### config.mk
export PLATFORM = sky130hd
export DESIGN_NAME = twlc_cfg
export DESIGN_NICKNAME = d
export VERILOG_FILES = /design/src/rtl/twlc_pkg.sv /design/src/rtl/twlc_cfg.sv
export SDC_FILE = /design/constraint.sdc
export NUM_CORES = 1
export LEC_CHECK = 0
export BUFFER_PORTS_ARGS = -buffer_cell sky130_fd_sc_hd__buf_4
export CAP_MARGIN = 5
export CORE_UTILIZATION = 25
export DETAILED_ROUTE_END_ITERATION = 8
export PLACE_DENSITY = 0.53
export SLEW_MARGIN = 10
export SYNTH_ARGS = -nofsm -noshare
export SYNTH_HDL_FRONTEND = slang
export SYNTH_SLANG_ARGS = --single-unit
### constraint.sdc
create_clock -name aclk -period 2.65 [get_ports aclk]
set_input_delay 0.1325 -clock aclk [delete_from_list [all_inputs] [get_ports aclk]]
set_output_delay 0.1325 -clock aclk [all_outputs]
set_load 0.01 [all_outputs]
### src/rtl/twlc_pkg.sv
// Shared types and constants for the two-level write-back cache.
// No dependencies; imported by every other file of the block.
`default_nettype none

package twlc_pkg;

    localparam int ADDR_W    = 16;
    localparam int WORD_W    = 32;
    localparam int TIME_W    = 32;
    localparam int COST_W    = 10;
    localparam int CFG_IDX_W = 3;

    typedef enum logic [CFG_IDX_W-1:0] {
        CFG_L1_RD  = 3'd0,
        CFG_L1_WR  = 3'd1,
        CFG_L2_RD  = 3'd2,
        CFG_L2_WR  = 3'd3,
        CFG_MEM_RD = 3'd4,
        CFG_MEM_WR = 3'd5
    } cfg_idx_t;

    typedef struct packed {
        logic [COST_W-1:0] l1_rd;
        logic [COST_W-1:0] l1_wr;
        logic [COST_W-1:0] l2_rd;
        logic [COST_W-1:0] l2_wr;
        logic [COST_W-1:0] mem_rd;
        logic [COST_W-1:0] mem_wr;
    } cost_t;

    // address width of a store, never below one bit
    function automatic int clog2m(input int v);
        return (v > 1) ? $clog2(v) : 1;
    endfunction

endpackage

`default_nettype wire

### src/rtl/twlc_cfg.sv
// Latency cost registers, written through a plain indexed write port.
// Depends on twlc_pkg for the register codes and the cost struct.
`default_nettype none

module twlc_cfg (
    input  logic                             aclk,
    input  logic                             aresetn,
    input  logic                             cfg_we,
    input  logic [twlc_pkg::CFG_IDX_W-1:0]   cfg_index,
    input  logic [twlc_pkg::COST_W-1:0]      cfg_wdata,
    output twlc_pkg::cost_t                  cost
);
    import twlc_pkg::*;

    cost_t cost_reg;

    always_ff @(posedge aclk) begin
        if (!aresetn) begin
            cost_reg.l1_rd  <= COST_W'(1);
            cost_reg.l1_wr  <= COST_W'(1);
            cost_reg.l2_rd  <= COST_W'(10);
            cost_reg.l2_wr  <= COST_W'(10);
            cost_reg.mem_rd <= COST_W'(100);
            cost_reg.mem_wr <= COST_W'(100);
        end else if (cfg_we) begin
            unique case (cfg_index)
                CFG_L1_RD:  cost_reg.l1_rd  <= cfg_wdata;
                CFG_L1_WR:  cost_reg.l1_wr  <= cfg_wdata;
                CFG_L2_RD:  cost_reg.l2_rd  <= cfg_wdata;
                CFG_L2_WR:  cost_reg.l2_wr  <= cfg_wdata;
                CFG_MEM_RD: cost_reg.mem_rd <= cfg_wdata;
                CFG_MEM_WR: cost_reg.mem_wr <= cfg_wdata;
                default: ; // unused indexes are dropped
            endcase
        end
    end

    assign cost = cost_reg;

endmodule

`default_nettype wire

**Yosys cells after proc, flatten, opt, wreduce, memory -nomap -nowiden**

Cells that the tools add are included.
W data, S select, Z words.

- $mul: 0
- Reductions and logical operators: 7
- Bitwise gates (word level): 0
- Add/subtract/negate cells: 0
- Divide/modulo/power cells: 0
- Shifts and indexed selects: 0
- Eq/ne operators: 5
- Muxes and demuxes: 0
- $lt $le $gt $ge: 0

Operators with widths:

| operator | number |
|---|---|
| $reduce_and A2 Y1 | 6 |
| $eq A3 B2 Y1 const B | 2 |
| $eq A3 B3 Y1 const B | 2 |
| $eq A3 B1 Y1 const B | 1 |
| $logic_not A3 Y1 | 1 |

- Memory bits (read-only): 0
- Latch bits: 0
- RAM bits: 0
- Memories kept: 0
- Word-level logic and storage cells: 18
- Register bits after elaboration: 60
- Input port bits: 16

**Longest topological paths before layout**

- Word-level depth: 2
- Depth in mapped cells: 4

**Least setup slack after synthesis**

No wires, ideal clock.

- Path kind: input to register
- From: in cfg_index[1] (netlist bit)
- To: reg cost_reg (netlist bit cost[54])
- Stages on the path: 3
- Data arrival time: 0.931 ns
- Slack: 1.596 ns
- Path buffers: 1
- Data required time: 2.527 ns
- Cell sequence: or4b_1 > buf_6 > mux2i_1

- Longest elaborated chain between the ends: 2

Ends and longest elaborated chain:

| item | RTL line | RTL |
|---|---|---|
| start, declared | twlc_cfg.sv:9 | `input logic [twlc_pkg::CFG_IDX_W-1:0] cfg_index,` |
| $logic_not A3 Y1 | twlc_cfg.sv:26 | `unique case (cfg_index)` |
| $reduce_and A2 Y1 (no line) | - |  |
| end, declared | twlc_cfg.sv:15 | `cost_t cost_reg;` |

Every way passes these cells.
A chain may end at the register's enable or synchronous reset.

**Worst setup path in the final report**

- From: in cfg_index[1] (netlist bit)
- To: reg cost_reg (netlist bit cost[50])

Same word-level chain as after synthesis.

==> run_results.csv <==
group,metric,value,unit
run_status,status,"complete, no violations",
timing,relSlewSlack,38.5,%
synth,netlist.area_leader.share,52.9,%
clocking,clock_latency,0.33,ns
timing,finalHoldViolCount,0,
detailed_routing,postRouteAntennaNets,0,
critical_path,slowest_stage,"or4b_1",
place,gp_congestion,0.677,
final_layout,seqCellArea,0.00120,mm^2
floorplanning,core_area,0.00876,mm^2
floorplanning,die_width,97.3,um
flow_run,cap_violations,0,
final_layout,area_growth_syn_to_layout,38.1,%
clocking,htree_levels,3,
timing,setup_tns,0,ns
timing,fmax,0.855,GHz
timing,rsz0062_at_grt,"false",
global_routing,grt_usage,12.5,%
clocking,clk_pin_slew,0.07,ns
floorplanning,row_count,34,
detailed_routing,via_per_inst,4.26,
global_routing,gr-usage-met3,4.10,%
clocking,cts_tree,"yes",
clocking,cts_setup_buffers,0,
synth,synth-compound-area-share,0,%
global_routing,met1_usage,16.2,%
detailed_routing,totalWireLength,5730,um
floorplanning,io_pins,76,
timing,tightestPinTransition,0.921,ns
clocking,cts_buffers,9,
power,power_density,586,mW/mm^2
detailed_routing,drt_iter0_drc,50,
critical_path,path_cells,"buf_4, or4b_1, mux2i_1",
global_routing,grt_overflow,0,
clocking,clock_sinks,60,
clocking,cts_root_buf,"clkbuf_8",
synth,ys_seq_area_share,52.9,%
global_routing,grt_first_pass_wirelength,9000,um
critical_path,worstPathMaxFanout,10,
final_layout,num_antenna_cells,0,
synth,synthDistinctLibCells,13,
detailed_routing,dr.pass1.iters,3,
synth,yosysWarnings,0,
power,ir_drop,0.269,mV
global_routing,grt_max_degree,61,
critical_path,critPathMaxStageDelay,0.86,ns
synth,synth_area,0.00227,mm^2
floorplanning,die_h,97.3,um
synth,yosys-mux-area-fraction,26.5,%
clocking,hold_buffers,0,
place,dp.cells,389,
final_layout,largest_reg_flops,60,
synth,synth_top_family_by_area,"multiplexers",
clocking,clockBufferDepth,2,
timing,fin_skew,0,ns
detailed_routing,num_vias,1725,
synth,synth-seq-cells,60,
synth,synth_fp_nets,233,
timing,period_share,44.1,%
final_layout,multi_input_area,0.00103,mm^2
critical_path,cp.arrival,1.36,ns
synth,syn_inst,217,
synth,yosysTopAreaCell,"dfxtp_1",
detailed_routing,drcViolationCount,0,
place,port_buffers,75,
global_routing,grt_pass1_vias,1677,
synth,synth.avg_cell_area,10.5,um^2
final_layout,drive_gt1_share,31.3,%
critical_path,worst_ep_required_time,2.84,ns
critical_path,worstSetupPathType,"input pin to flip-flop",
critical_path,end_kind,"flip-flop",
synth,synthXorXnorAreaFrac,0,%
synth,yosys-top-cells-area,"dfxtp_1, mux2i_1, nand2_1",
place,dpl.hpwl,3940,um
final_layout,n_fill_cell,923,
power,p_leak,1.50,nW
floorplanning,design.die.area,0.00946,mm^2
critical_path,start_kind,"input pin",
synth,synth-adder-area-share,0,%
clocking,cts_resized,0,
synth,synth_simple_gate_area_share,17.7,%
timing,finalSetupViolCount,0,
global_routing,busiest_layer,"met2",
final_layout,final_nets,308,
final_layout,final_common_cell,"buf_4",
global_routing,met2_usage,18.6,%
final_layout,mostFrequentLayoutCells,"buf_4, mux2i_1, dfxtp_1, nand2_1, nor2b_1",
timing,fin_crit,1.17,ns
final_layout,final_cell_count_no_fill,405,
timing,slew_viol_final,0,
floorplanning,start_util,25.9,%
detailed_routing,wl_per_cell,14.1,um
global_routing,antenna_found_initial,0,
min_path,hold_path.class,"input pin to flip-flop",
## cells by family after synthesis
family                 Yosys count
buffers and inverters           14
AND/OR/NAND/NOR                 83
multiplexers                    60
flip-flops                      60
## worst max-delay path, delay by kind of cell
family | cells | cell delay, ns
and+or+nand+nor | 1 | 0.86
buffers and inverters | 1 | 0.14
muxes | 1 | 0.22
## per-stage QoR
| step | setup WS, ns | utilization [%] | hold slack [ns] | area [um^2] | power [mW] |
|---|---|---|---|---|---|
| 2_1_floorplan | 1.60 | - | 0.303 | 2270 | 1.03 |
| 3_3_place_gp | 1.14 | 33.7 | 0.411 | 2950 | 1.10 |
| 3_5_place_dp | 1.11 | 33.7 | 0.423 | 2950 | 1.11 |
| 4_1_cts | 1.47 | 35.8 | 0.0622 | 3140 | 1.87 |
| 5_1_grt | 1.46 | 35.8 | 0.0938 | 3140 | 1.93 |
| 6_report | 1.48 | 35.8 | 0.0808 | 3140 | 1.84 |
## worst paths after layout
check	startpoint	endpoint	slack [ns]	cells past startpoint
max reg2reg	cost[33]	cost[33]	2.00	2
min	cfg_wdata[6]	cost[6]	0.08	3
max	cfg_index[1]	cost[50]	1.48	3
min reg2reg	cost[19]	cost[19]	0.46	2
## report_power, final
part	switching, mW	internal (mW)
Sequential	0.0103	0.922
Clock	0.339	0.416
Combinational	0.0799	0.0707
Total	0.430	1.41
## cells in the mapped netlist, drive strengths merged
library cell   n
buf            7
and4bb         1
clkbuf         7
or4b           1
nand4b         2
mux2i         60
nor2b         18
nand4bb        1
nand2         58
nor4bb         2
dfxtp         60
## area by class of cell
cell class | count | share of cell area (%)
flip-flops and latches | 60 | 38.3
clock inverters | 1 | 0.160
multi-input cells | 143 | 32.9
clock buffers | 15 | 5.63
well taps | 108 | 4.31
repair buffers | 78 | 18.7
## per-layer routing
layer  vias up  wire (um)
met4         0         82
met5         -          0
met3         8        329
li1        876          -
met1       793       2800
met2        48       2510
No activity file was read; power rests on OpenSTA's default activity.
